### config.mk
export PLATFORM = sky130hd
export DESIGN_NAME = ekf_mul
export DESIGN_NICKNAME = d
export VERILOG_FILES = /design/src/ekf_pkg.sv /design/src/ekf_mul.sv
export SDC_FILE = /design/constraint.sdc
export NUM_CORES = 2
export LEC_CHECK = 0
export BUFFER_PORTS_ARGS = -buffer_cell sky130_fd_sc_hd__buf_2
export CAP_MARGIN = 20
export CORE_MARGIN = 2
export CORE_UTILIZATION = 45
export DETAILED_ROUTE_END_ITERATION = 8
export PLACE_DENSITY = 0.68
export REMOVE_ABC_BUFFERS = 1
export SYNTH_ARGS = -nofsm -noshare
export SYNTH_HDL_FRONTEND = slang
export SYNTH_SLANG_ARGS = --single-unit
### constraint.sdc
create_clock -name clk_i -period 20 [get_ports clk_i]
set_clock_uncertainty 0.05 [all_clocks]
set_input_delay 1 -clock clk_i [delete_from_list [all_inputs] [get_ports clk_i]]
set_output_delay 1 -clock clk_i [all_outputs]
set_load 0.005 [all_outputs]
### src/ekf_pkg.sv
`timescale 1ns / 1ps
// ----------------------------------------------------------------------------
// ekf_pkg: shared types, constants and helpers
// Payload structs, register indexes, fixed-point constants and the rounding /
// saturation helpers used by the unicycle EKF predictor.
// ----------------------------------------------------------------------------
package ekf_pkg;

  localparam int unsigned CordicStepsDef = 24;

  // configuration register indexes
  typedef enum logic [2:0] {
    REG_TIME_STEP     = 3'd0,
    REG_PROCESS_NOISE = 3'd1,
    REG_INITIAL_X     = 3'd2,
    REG_INITIAL_Y     = 3'd3,
    REG_INITIAL_HEAD  = 3'd4
  } reg_idx_e;

  localparam logic [16:0] TimeStepRst     = 17'd6554;
  localparam logic [20:0] ProcessNoiseRst = 21'd105;
  localparam logic signed [31:0] OneQ20   = 32'sd1048576;

  // angle constants, Q.32 radians; CORDIC gain, Q30; one hundredth, Q.32
  localparam logic [47:0] TwoPiQ32        = 48'd26986075410;
  localparam logic signed [49:0] PiQ32    = 50'sd13493037705;
  localparam logic signed [49:0] TwoPiS   = 50'sd26986075410;
  localparam logic signed [49:0] HalfPiQ32 = 50'sd6746518852;
  localparam logic signed [33:0] GainQ30  = 34'sd652032874;
  localparam logic signed [32:0] HundredthQ32 = 33'sd42949673;

  // floor(2^56 / TwoPiQ32): quotient estimate for the Q16.16 angle
  localparam logic [21:0] RecipTwoPi      = 22'd2670176;

  // arctangent of 2^-i, Q2.30
  localparam logic [29:0] AtanQ30 [32] = '{
    30'd843314857, 30'd497837829, 30'd263043837, 30'd133525159, 30'd67021687,
    30'd33543516, 30'd16775851, 30'd8388437, 30'd4194283, 30'd2097149,
    30'd1048576, 30'd524288, 30'd262144, 30'd131072, 30'd65536, 30'd32768,
    30'd16384, 30'd8192, 30'd4096, 30'd2048, 30'd1024, 30'd512, 30'd256,
    30'd128, 30'd64, 30'd32, 30'd16, 30'd8, 30'd4, 30'd2, 30'd1, 30'd0
  };

  typedef struct packed {
    logic               restart;
    logic signed [31:0] linear_velocity;
    logic signed [31:0] angular_velocity;
    logic signed [19:0] noise_x;
    logic signed [19:0] noise_y;
    logic signed [19:0] noise_heading;
  } in_item_t;

  typedef struct packed {
    logic signed [31:0] pose_x;
    logic signed [31:0] pose_y;
    logic signed [31:0] pose_heading;
    logic signed [31:0] cov_xx;
    logic signed [31:0] cov_xy;
    logic signed [31:0] cov_xh;
    logic signed [31:0] cov_yy;
    logic signed [31:0] cov_yh;
    logic signed [31:0] cov_hh;
  } out_item_t;

  // round half up, then arithmetic shift right
  function automatic logic signed [66:0] shr_rnd(input logic signed [66:0] v,
                                                 input int unsigned sh);
    logic signed [66:0] bias;
    bias = 67'sd1 <<< (sh - 1);
    return (v + bias) >>> sh;
  endfunction

  // clamp to signed 32 bit
  function automatic logic signed [31:0] sat32(input logic signed [66:0] v);
    logic signed [31:0] r;
    if (v > 67'sd2147483647) r = 32'sh7FFFFFFF;
    else if (v < -67'sd2147483648) r = 32'sh80000000;
    else r = v[31:0];
    return r;
  endfunction

endpackage

### src/ekf_mul.sv
`timescale 1ns / 1ps
// ----------------------------------------------------------------------------
// ekf_mul: shared registered multiplier
// One signed 33 x 33 product per cycle, result registered.
// ----------------------------------------------------------------------------
module ekf_mul
  import ekf_pkg::*;
(
  input  logic               clk_i,
  input  logic signed [32:0] a_i,
  input  logic signed [32:0] b_i,
  output logic signed [65:0] p_o
);

  logic signed [65:0] p_q;

  // product register, payload only
  always_ff @(posedge clk_i) begin
    p_q <= 66'(a_i) * 66'(b_i);
  end

  assign p_o = p_q;

endmodule

==> impl_summary.txt <==
----------------------------------------------------
[Setup path]
  Start-to-end type of the worst setup path ... primary input to flip-flop
  CP top delay family ... adder cells
  Signal arrival time at the worst endpoint ... 9120 ps
  Launch point of the worst path ... b_i[6]
  Crit end category ... flip-flop
  Buf/Inv on CP ... 6
  Crit path depth ... 24
  Critical path fanouts, max ... 33
  Nature of the critical path startpoint ... primary input
  Cell with the largest stage delay on the worst path ... fa_1
  Cell with the most instances on the worst path ... fa_1
  Cell-by-cell listing of the critical path ... buf_2 -> nand2_1 -> inv_1 -> fa_1 -> fa_1 -> inv_1 -> fa_1 -> inv_1 -> fa_1 -> fa_1 -> fa_1 -> fa_1 -> inv_1 -> fa_1 -> inv_1 -> ha_1 -> and3_1 -> nand3_1 -> nand2b_1 -> a2111oi_4 -> a211oi_4 -> a21oi_2 -> nor4b_2 -> a311oi_1
  CP peak stage delay ... 1180 ps
  Crit path capture ... p_o[58]
  CP required ... 20240 ps

[Route]
  Via density per instance ... 5.23
  Drt initial violations ... 1663
  Detailed-router iteration count before antenna repair ... 6
  Total DRC errors in the routed layout ... 0
  Via Count ... 28500
  Wirelength per Cell ... 18.9 µm
  Wire length after detailed routing ... 103000 µm
  Post-route antenna net violation count ... 0

[Finish]
  Fraction of layout cells with a size suffix above 1 ... 4.58%
  Layout overhead on the synthesized area ... 4.20%
  Max FFs per register ... 66
  FF+latch area ... 1320 µm²
  Net count reported at finish ... 5702
  Total area of multi-input combinational cells ... 34300 µm²
  Filler Cell Count ... 8534

[Global routing]
  Global-route usage over all layers ... 23.3%
  Pin count of the biggest net entering global routing ... 34
  Remaining Overflow, GRT ... 0
  First-pass GRT wire length ... 169000 µm
  Via count of the first global-routing pass ... 31300
  Initial antenna violation count ... 4

[Floorplan]
  Die Ht ... 305 µm
  Initial standard-cell utilization of the core ... 45.3%
  Die Wd ... 305 µm
  # IOs ... 133
  Floorplan core area ... 89900 µm²
  Standard-cell rows ... 110
  Die area ... 92900 µm²

[Synthesis]
  Most frequent cells after synthesis ... fa_1 (1145), inv_1 (1131), and2_1 (562)
  Ys Warns ... 0
  Average footprint of a synthesized cell ... 9.39 µm²
  Biggest area consumer among synthesized cells ... fa_1
  Combinational family with the most area after synthesis ... adder cells
  Synthesis-stage register bit count ... 66
  Parity-gate share of the synthesized area counting xor and xnor cells ... 1.46%
  Mapped Area ... 40700 µm²
  Compound-Gate Fraction of Synth Area ... 4.07%
  Post-synthesis sequential area ratio ... 3.24%
  Post-Synth Adder-Cell Area ... 62.9%
  Biggest area contributors in the synthesized netlist ... fa_1 (56%), inv_1 (10%), and2_1 (8.6%)
  Proportion of synthesized area in mux cells ... 0%
  Post-synth top area share ... 56.3%
  Instance count of the mapped netlist ... 4338
  Async set or reset register ratio after synthesis ... 0%
  Most frequently used cell type in the post-synthesis netlist ... fa_1
  Synth cell types ... 80
  Number of enable flip-flop cells after synthesis ... 0
  Simple logic cell fraction of the synthesized area ... 15.8%
  Prevailing post-synth register cell ... dfxtp_1

[Run status]
  Run status ... finished, final reports clean

[Timing]
  Fin. Hold Viols ... 0
  Setup repair after global routing missed its margin ... false
  Shortest clock period the worst path allows after layout ... 8880 ps
  Setup total negative slack ... 0 ps
  Final Cycle Share ... 44.4%
  Max frequency ... 113 MHz
  Final setup violating endpoints ... 0
  Number of slew-limit violations in the final report ... 0
  Slew of the pin with the lowest slew margin ... 1010 ps
  Tightest slew margin relative to the limit ... 32.4%

[Placement]
  Placed wire-length estimate ... 84300 µm
  Port Buffer Count ... 132
  Placer Congestion ... 0.931

[CTS]
  Gates resized, CTS repair ... 0
  Number of clock sinks ... 66
  Number of buffers inserted to repair setup after CTS ... 0
  Clk slew on worst S/H paths ... 60 ps
  CTS tree ... built
  CTS Root Buffer Type ... clkbuf_16
  Number of buffers on the longest clock path ... 2
  CTS buffer count ... 9
  Post-cts hold buffer count ... 0
  Maximum level of the CTS H-tree ... 3

[Job]
  Max Cap Viol ... 0

[Min path]
  Class of the worst hold path ... primary input to flip-flop

----------------------------------------------------
[cell type report]
| cell class | instances | area share, % |
|---|---|---|
| Timing Repair Buffer | 145 | 1.87 |
| Antenna cell | 1 | 0.00590 |
| Sequential cell | 66 | 3.11 |
| Clock buffer | 11 | 0.595 |
| Tap cell | 1176 | 3.47 |
| Multi-Input combinational cell | 2920 | 80.8 |
| Inverter | 1131 | 10.0 |
| Clock inverter | 3 | 0.0943 |
[cells in the final DEF (no fill, tap or decap), types with 12 or more instances in the layout]
cell,synthesis,final
xor2_1,25,25
ha_1,217,217
nor2_1,68,68
fa_1,1145,1145
nand2_1,551,551
buf_2,11,132
nand3_1,25,25
o21ai_0,25,25
and2_1,562,562
nand2b_1,12,12
a21oi_1,57,57
xnor2_1,43,43
dfxtp_1,66,66
a21o_1,36,36
inv_1,1131,1131
[through the flow]
step	setup WS (ps)	hold WS, ps	utilization (%)	cell area (µm²)	std cells
final	11120	1140	47.2	42400	5453
after global routing	10740	1170	47.2	42400	5452
after CTS	11170	1150	47.2	42400	5450
after detailed placement	10780	1320	46.8	42100	5436
after global placement	10910	1330	46.8	42100	5436
after floorplan	12070	1070	-	39900	4117
[cell families (layout without fill, tap and decap cells)]
family / count (synthesis) / in the layout
other: 0 / 1
AO/OA/AOI/OAI: 219 / 219
AND/OR/NAND/NOR: 1271 / 1271
buffers and inverters: 1352 / 1290
XOR/XNOR: 68 / 68
flip-flops: 66 / 66
adder cells (fa/ha/maj): 1362 / 1362
[routing by layer]
metal	track usage [%]	share of wire, %
met4	6.48	2.8
met3	3.57	6.7
met5	0	0
met2	40.2	51
met1	30.4	40
[worst min-delay path by stage]
stage | start | to | slack, ps | cells past startpoint
finish | b_i[0] | p_o[0] | 1140 | 2
global route | b_i[0] | p_o[0] | 1170 | 2
CTS | b_i[0] | p_o[0] | 1150 | 2
detailed placement | p_o[1] | p_o[1] | 1320 | 1
global placement | p_o[31] | p_o[31] | 1330 | 1
floorplan | b_i[0] | p_o[0] | 1070 | 1
Power is left out: the tool's default activity adds up to more than one toggle a clock period on the data nets, which glitch-free logic cannot reach.
