`config.mk`:
```
export PLATFORM = sky130hd
export DESIGN_NAME = ekf_cordic
export DESIGN_NICKNAME = d
export VERILOG_FILES = /design/src/ekf_pkg.sv /design/src/ekf_cordic.sv
export SDC_FILE = /design/constraint.sdc
export NUM_CORES = 2
export LEC_CHECK = 0
export BUFFER_PORTS_ARGS = -buffer_cell sky130_fd_sc_hd__buf_2
export CELL_PAD_IN_SITES_DETAIL_PLACEMENT = 1
export CELL_PAD_IN_SITES_GLOBAL_PLACEMENT = 1
export CORE_UTILIZATION = 45
export DETAILED_ROUTE_END_ITERATION = 7
export PLACE_DENSITY_LB_ADDON = 0.3
export SYNTH_ARGS = -nofsm -noshare
export SYNTH_HDL_FRONTEND = slang
export SYNTH_SLANG_ARGS = --single-unit
export TNS_END_PERCENT = 30
```
`constraint.sdc`:
```
create_clock -name clk_i -period 17.8 [get_ports clk_i]
set_clock_uncertainty 0.1 [all_clocks]
set_input_delay 1.78 -clock clk_i [delete_from_list [all_inputs] [get_ports clk_i]]
set_output_delay 1.78 -clock clk_i [all_outputs]
set_load 0.01 [all_outputs]
```
`src/ekf_pkg.sv`:
```
`timescale 1ns / 1ps
// ----------------------------------------------------------------------------
// ekf_pkg: shared types, constants and helpers
// Payload structs, register indexes, fixed-point constants and the rounding /
// saturation helpers used by the unicycle EKF predictor.
// ----------------------------------------------------------------------------
package ekf_pkg;

  localparam int unsigned CordicStepsDef = 24;

  // configuration register indexes
  typedef enum logic [2:0] {
    REG_TIME_STEP     = 3'd0,
    REG_PROCESS_NOISE = 3'd1,
    REG_INITIAL_X     = 3'd2,
    REG_INITIAL_Y     = 3'd3,
    REG_INITIAL_HEAD  = 3'd4
  } reg_idx_e;

  localparam logic [16:0] TimeStepRst     = 17'd6554;
  localparam logic [20:0] ProcessNoiseRst = 21'd105;
  localparam logic signed [31:0] OneQ20   = 32'sd1048576;

  // angle constants, Q.32 radians; CORDIC gain, Q30; one hundredth, Q.32
  localparam logic [47:0] TwoPiQ32        = 48'd26986075410;
  localparam logic signed [49:0] PiQ32    = 50'sd13493037705;
  localparam logic signed [49:0] TwoPiS   = 50'sd26986075410;
  localparam logic signed [49:0] HalfPiQ32 = 50'sd6746518852;
  localparam logic signed [33:0] GainQ30  = 34'sd652032874;
  localparam logic signed [32:0] HundredthQ32 = 33'sd42949673;

  // floor(2^56 / TwoPiQ32): quotient estimate for the Q16.16 angle
  localparam logic [21:0] RecipTwoPi      = 22'd2670176;

  // arctangent of 2^-i, Q2.30
  localparam logic [29:0] AtanQ30 [32] = '{
    30'd843314857, 30'd497837829, 30'd263043837, 30'd133525159, 30'd67021687,
    30'd33543516, 30'd16775851, 30'd8388437, 30'd4194283, 30'd2097149,
    30'd1048576, 30'd524288, 30'd262144, 30'd131072, 30'd65536, 30'd32768,
    30'd16384, 30'd8192, 30'd4096, 30'd2048, 30'd1024, 30'd512, 30'd256,
    30'd128, 30'd64, 30'd32, 30'd16, 30'd8, 30'd4, 30'd2, 30'd1, 30'd0
  };

  typedef struct packed {
    logic               restart;
    logic signed [31:0] linear_velocity;
    logic signed [31:0] angular_velocity;
    logic signed [19:0] noise_x;
    logic signed [19:0] noise_y;
    logic signed [19:0] noise_heading;
  } in_item_t;

  typedef struct packed {
    logic signed [31:0] pose_x;
    logic signed [31:0] pose_y;
    logic signed [31:0] pose_heading;
    logic signed [31:0] cov_xx;
    logic signed [31:0] cov_xy;
    logic signed [31:0] cov_xh;
    logic signed [31:0] cov_yy;
    logic signed [31:0] cov_yh;
    logic signed [31:0] cov_hh;
  } out_item_t;

  // round half up, then arithmetic shift right
  function automatic logic signed [66:0] shr_rnd(input logic signed [66:0] v,
                                                 input int unsigned sh);
    logic signed [66:0] bias;
    bias = 67'sd1 <<< (sh - 1);
    return (v + bias) >>> sh;
  endfunction

  // clamp to signed 32 bit
  function automatic logic signed [31:0] sat32(input logic signed [66:0] v);
    logic signed [31:0] r;
    if (v > 67'sd2147483647) r = 32'sh7FFFFFFF;
    else if (v < -67'sd2147483648) r = 32'sh80000000;
    else r = v[31:0];
    return r;
  endfunction

endpackage

```
`src/ekf_cordic.sv`:
```
`timescale 1ns / 1ps
// ----------------------------------------------------------------------------
// ekf_cordic: iterative sine / cosine
// Reduces a Q16.16 angle modulo 2*pi by reciprocal multiplication and one
// correcting subtract, folds it into [-pi/2, pi/2] and runs one CORDIC
// rotation per cycle. Outputs are Q2.30.
// ----------------------------------------------------------------------------
module ekf_cordic
  import ekf_pkg::*;
#(
  parameter int unsigned Steps = CordicStepsDef
) (
  input  logic               clk_i,
  input  logic               rst_ni,
  input  logic               start_i,
  input  logic signed [31:0] angle_i,
  output logic               done_o,
  output logic signed [31:0] cos_o,
  output logic signed [31:0] sin_o
);

  localparam int unsigned IdxW = $clog2(Steps);

  typedef enum logic [2:0] {C_IDLE, C_RED, C_MOD, C_FOLD, C_ROT, C_OUT} cstate_e;

  cstate_e            state_q;
  logic [31:0]        ang_q;
  logic [13:0]        quo_q;
  logic [47:0]        rem_q;
  logic               sgn_q;
  logic               neg_q;
  logic [IdxW-1:0]    i_q;
  logic signed [33:0] x_q, y_q, z_q;

  logic [31:0]        ang_abs;
  logic [53:0]        qprod;
  logic [47:0]        rem_c;
  logic signed [49:0] r0, r1, r2;
  logic               fneg;
  logic signed [33:0] dx, dy, atn;

  assign ang_abs = angle_i[31] ? 32'(-angle_i) : angle_i;

  // quotient estimate is exact or one low; one subtract corrects it
  assign qprod = 54'(ang_q) * 54'(RecipTwoPi);
  assign rem_c = (rem_q >= TwoPiQ32) ? rem_q - TwoPiQ32 : rem_q;

  // fold the reduced angle into [-pi/2, pi/2]
  always_comb begin
    r0 = sgn_q ? -$signed({2'b00, rem_c}) : $signed({2'b00, rem_c});
    r1 = r0;
    if (r1 > PiQ32) r1 = r1 - TwoPiS;
    if (r1 < -PiQ32) r1 = r1 + TwoPiS;
    r2   = r1;
    fneg = 1'b0;
    if (r1 > HalfPiQ32) begin
      r2   = r1 - PiQ32;
      fneg = 1'b1;
    end else if (r1 < -HalfPiQ32) begin
      r2   = r1 + PiQ32;
      fneg = 1'b1;
    end
  end

  assign dx  = x_q >>> i_q;
  assign dy  = y_q >>> i_q;
  assign atn = $signed({4'b0000, AtanQ30[5'(i_q)]});

  always_ff @(posedge clk_i or negedge rst_ni) begin
    if (!rst_ni) begin
      state_q <= C_IDLE;
      ang_q   <= '0;
      quo_q   <= '0;
      rem_q   <= '0;
      sgn_q   <= 1'b0;
      neg_q   <= 1'b0;
      i_q     <= '0;
      x_q     <= '0;
      y_q     <= '0;
      z_q     <= '0;
    end else begin
      case (state_q)
        C_IDLE: begin
          if (start_i) begin
            ang_q   <= ang_abs;
            sgn_q   <= angle_i[31];
            state_q <= C_RED;
          end
        end
        // turns of 2*pi in the magnitude
        C_RED: begin
          quo_q   <= qprod[53:40];
          state_q <= C_MOD;
        end
        C_MOD: begin
          rem_q   <= {ang_q, 16'b0} - (48'(quo_q) * TwoPiQ32);
          state_q <= C_FOLD;
        end
        C_FOLD: begin
          z_q     <= 34'((r2 + 50'sd2) >>> 2);
          neg_q   <= fneg;
          x_q     <= GainQ30;
          y_q     <= '0;
          i_q     <= '0;
          state_q <= C_ROT;
        end
        // one micro-rotation per cycle
        C_ROT: begin
          if (!z_q[33]) begin
            x_q <= x_q - dy;
            y_q <= y_q + dx;
            z_q <= z_q - atn;
          end else begin
            x_q <= x_q + dy;
            y_q <= y_q - dx;
            z_q <= z_q + atn;
          end
          if (i_q == IdxW'(Steps - 1)) state_q <= C_OUT;
          else i_q <= i_q + 1'b1;
        end
        C_OUT: state_q <= C_IDLE;
        default: state_q <= C_IDLE;
      endcase
    end
  end

  assign done_o = (state_q == C_OUT);
  assign cos_o  = neg_q ? 32'(-x_q) : 32'(x_q);
  assign sin_o  = neg_q ? 32'(-y_q) : 32'(y_q);

endmodule

```
==> results.ini <==
[status]
outcome = finished, final reports clean

[final_layout]
fin_nets = 6803
diodes = 0
finalInstanceArea_sq_um = 51000
final_common_cell = nand2_1
syn2layout_area_growth_pct = 5.10
layout_common_cells = nand2_1 (590), inv_1 (544), ha_1 (512)
drive_above_1_share_pct = 7.05

[clocking]
cts_setup_buffers = 0
ctsHoldBuffers = 0
cts-resized-gates = 0
cts_sinks = 205
cts_tree = yes
worstSkewPairLatency_ns = 0.63
htreeDepth = 1
root_buffer = clkbuf_16
path_clk_slew_ns = 0.06
clockBufferDepth = 3
cts_buffers = 29

[floorplan]
row_count = 120
core-area_sq_um = 107000
initial_core_util_pct = 45.4
die_w_um = 330
io-pin-count = 100
dieHeight_um = 330
dieArea_sq_um = 109000

[setup_path]
endpoint_kind = register
reg2reg_setup_slack_ns = 2.46
regToRegEndpoint = z_q[21]
crit_type = register to register
cpMaxStageDelayCell = xnor2_1
arrival_ns = 15.74
reg2reg_from = rem_q[27]
slowest_delay_ns = 0.77
required_ns = 18.20
worst-r2r-cell-count = 40
start_kind = register
worstPathMaxFanout = 34

[timing]
final.setup.tns_ns = 0
maxSlewViolCount = 0
layout_min_cycle_time_ns = 15.34
relSlewSlack_pct = 28.6
hold_slack_ns = 0.440
rsz0062_at_grt = no
period_share_pct = 86.2
setup_violations = 0
fmax_ghz = 0.0652
worst_pin_slew_ns = 1.06
hold_viol_final = 0
fin_ws_ns = 2.46

[synth]
synth_adder_area_share_pct = 28.1
ys_types = 132
yosys.area_share.xor_xnor_pct = 11.1
ys_async_sr_fraction_pct = 100
yosys.area.top_type_share_pct = 14.9
ys_seq_area_share_pct = 10.6
synthMuxAreaShare_pct = 3.88
yosys_warnings = 0
yosys.area_share.simple_pct = 18.0
syn_area_sq_um = 48500
synth_top_family_by_area = adder cells
synth-edff-count = 0
synth_cells = 5992
synth_area_leaders = fa_1 (15%), ha_1 (13%), dfrtp_1 (11%)
synth_area_leader_cell = fa_1
synth-seq-cells = 205
ys.flop_type = dfrtp_1
syn-num-nets = 6901
syn_avg_cell_area_sq_um = 8.10
synth-compound-area-share_pct = 21.6

[detailed_routing]
firstDrtPassIters = 5
routedWlPerCell_um = 22.9
via_per_inst = 6.16
drt_wl_total_um = 168000
num_vias = 45107
drc = 0
drt-initial-drc-count = 3049
ant_nets = 0

[min_path]
hold_end = rem_q[40]
hold_start = rem_q[40]
hold_path_class = register to register
holdPathStages = 2

[placed_design]
dpl.hpwl_um = 137000
dpl_cell_area_sq_um = 50000
port_buffers = 99
dp_slack_ns = 2.82
gp_congestion = 0.954

[job]
drv_cap = 0

[grt]
track_usage_pct = 30.7
top_usage_layer = met2
met1_usage_pct = 41.0
grt_pass1_vias = 47152
met3_usage_pct = 3.11
antenna_found_initial = 1
grt_max_degree = 97
grt.overflow.total = 0
grt_pass1_wl_um = 268000
use_met2_pct = 51.8

-- cell usage after synthesis, types with 19 or more instances --
library cell / count
mux4_2: 42
nor2b_1: 30
or3_1: 67
xnor2_1: 401
a21boi_0: 41
nor4_1: 34
a22oi_1: 22
buf_1: 43
o21a_1: 60
a211oi_1: 68
nor2_1: 435
o31ai_1: 94
nand3_1: 136
a21oi_1: 347
mux2_2: 20
buf_2: 20
and2_1: 45
o22ai_1: 29
fa_1: 362
or2_2: 37
nor3_1: 143
o21ai_0: 347
inv_1: 545
o211ai_1: 42
clkbuf_1: 193
and3_1: 41
o41ai_1: 21
nand2_1: 592
ha_1: 512
o21bai_1: 46
o21ai_1: 20
nand4_1: 42
mux2i_1: 70
a31oi_1: 66
or4_1: 26
nand2b_1: 61
xor2_1: 203
a211o_1: 19
a21o_1: 66
dfrtp_1: 205
-- metal layers --
metal  wire length (um)  vias to the layer above  share of wire (%)
met1              74100                    22733                 44
met3               7780                      271                4.6
li1                   -                    20951                  -
met4               5790                        0                3.4
met5                  0                        -                  0
met2              80300                     1152                 48
-- critical path, delay by kind of cell (launching register included) --
| family | cells | cell delay (ns) |
|---|---|---|
| AOI/OAI and AO/OA | 13 | 4.82 |
| DFF | 1 | 0.65 |
| and+or+nand+nor | 18 | 6.61 |
| buffers and inverters | 3 | 0.68 |
| adders and majority gates | 2 | 0.58 |
| muxes | 1 | 0.31 |
| xor gates and xnor gates | 3 | 1.42 |
-- layout make-up --
cell class,instances,area [sq um]
tap,1403,1760
sequential,205,5140
timing repair buffer,150,888
multi-input combinational,4957,40100
fill,13061,55900
inverter,551,2070
clock inverter,21,203
clock buffer,33,771
-- how the worst max path moves through the flow --
| stage | start | end | slack (ns) | depth (start not counted) |
|---|---|---|---|---|
| 3_5_place_dp | rem_q[27] | z_q[33] | 2.82 | 40 |
| 4_1_cts | rem_q[27] | z_q[33] | 2.78 | 40 |
| 3_3_place_gp | rem_q[43] | z_q[33] | 3.40 | 40 |
| 5_1_grt | rem_q[27] | z_q[33] | 1.33 | 40 |
| 2_1_floorplan | rem_q[43] | z_q[21] | 5.76 | 52 |
| 6_report | rem_q[27] | z_q[21] | 2.46 | 40 |
-- metrics by stage --
| step | std cells | utilization (%) |
|---|---|---|
| 6_report | 7320 | 47.7 |
| 4_1_cts | 7320 | 47.7 |
| 3_3_place_gp | 7266 | 46.8 |
| 3_5_place_dp | 7266 | 46.8 |
| 2_1_floorplan | 5992 | - |
| 5_1_grt | 7320 | 47.7 |
-- flip-flops by register name (all words and copies together) (netlist names) --
register  cells
state_q       3
neg_q         1
rem_q        47
ang_q        32
i_q           5
sgn_q         1
quo_q        14
x_q          34
z_q          34
y_q          34
-- kinds of logic after synthesis --
group / count (synthesis)
muxes: 133
and+or+nand+nor: 1800
AOI/OAI and AO/OA: 1540
DFF: 205
xor gates and xnor gates: 610
buffers and inverters: 830
adders and majority gates: 874
Power is left out: the tool's default activity adds up to more than one toggle a clock period on the data nets, which glitch-free logic cannot reach.
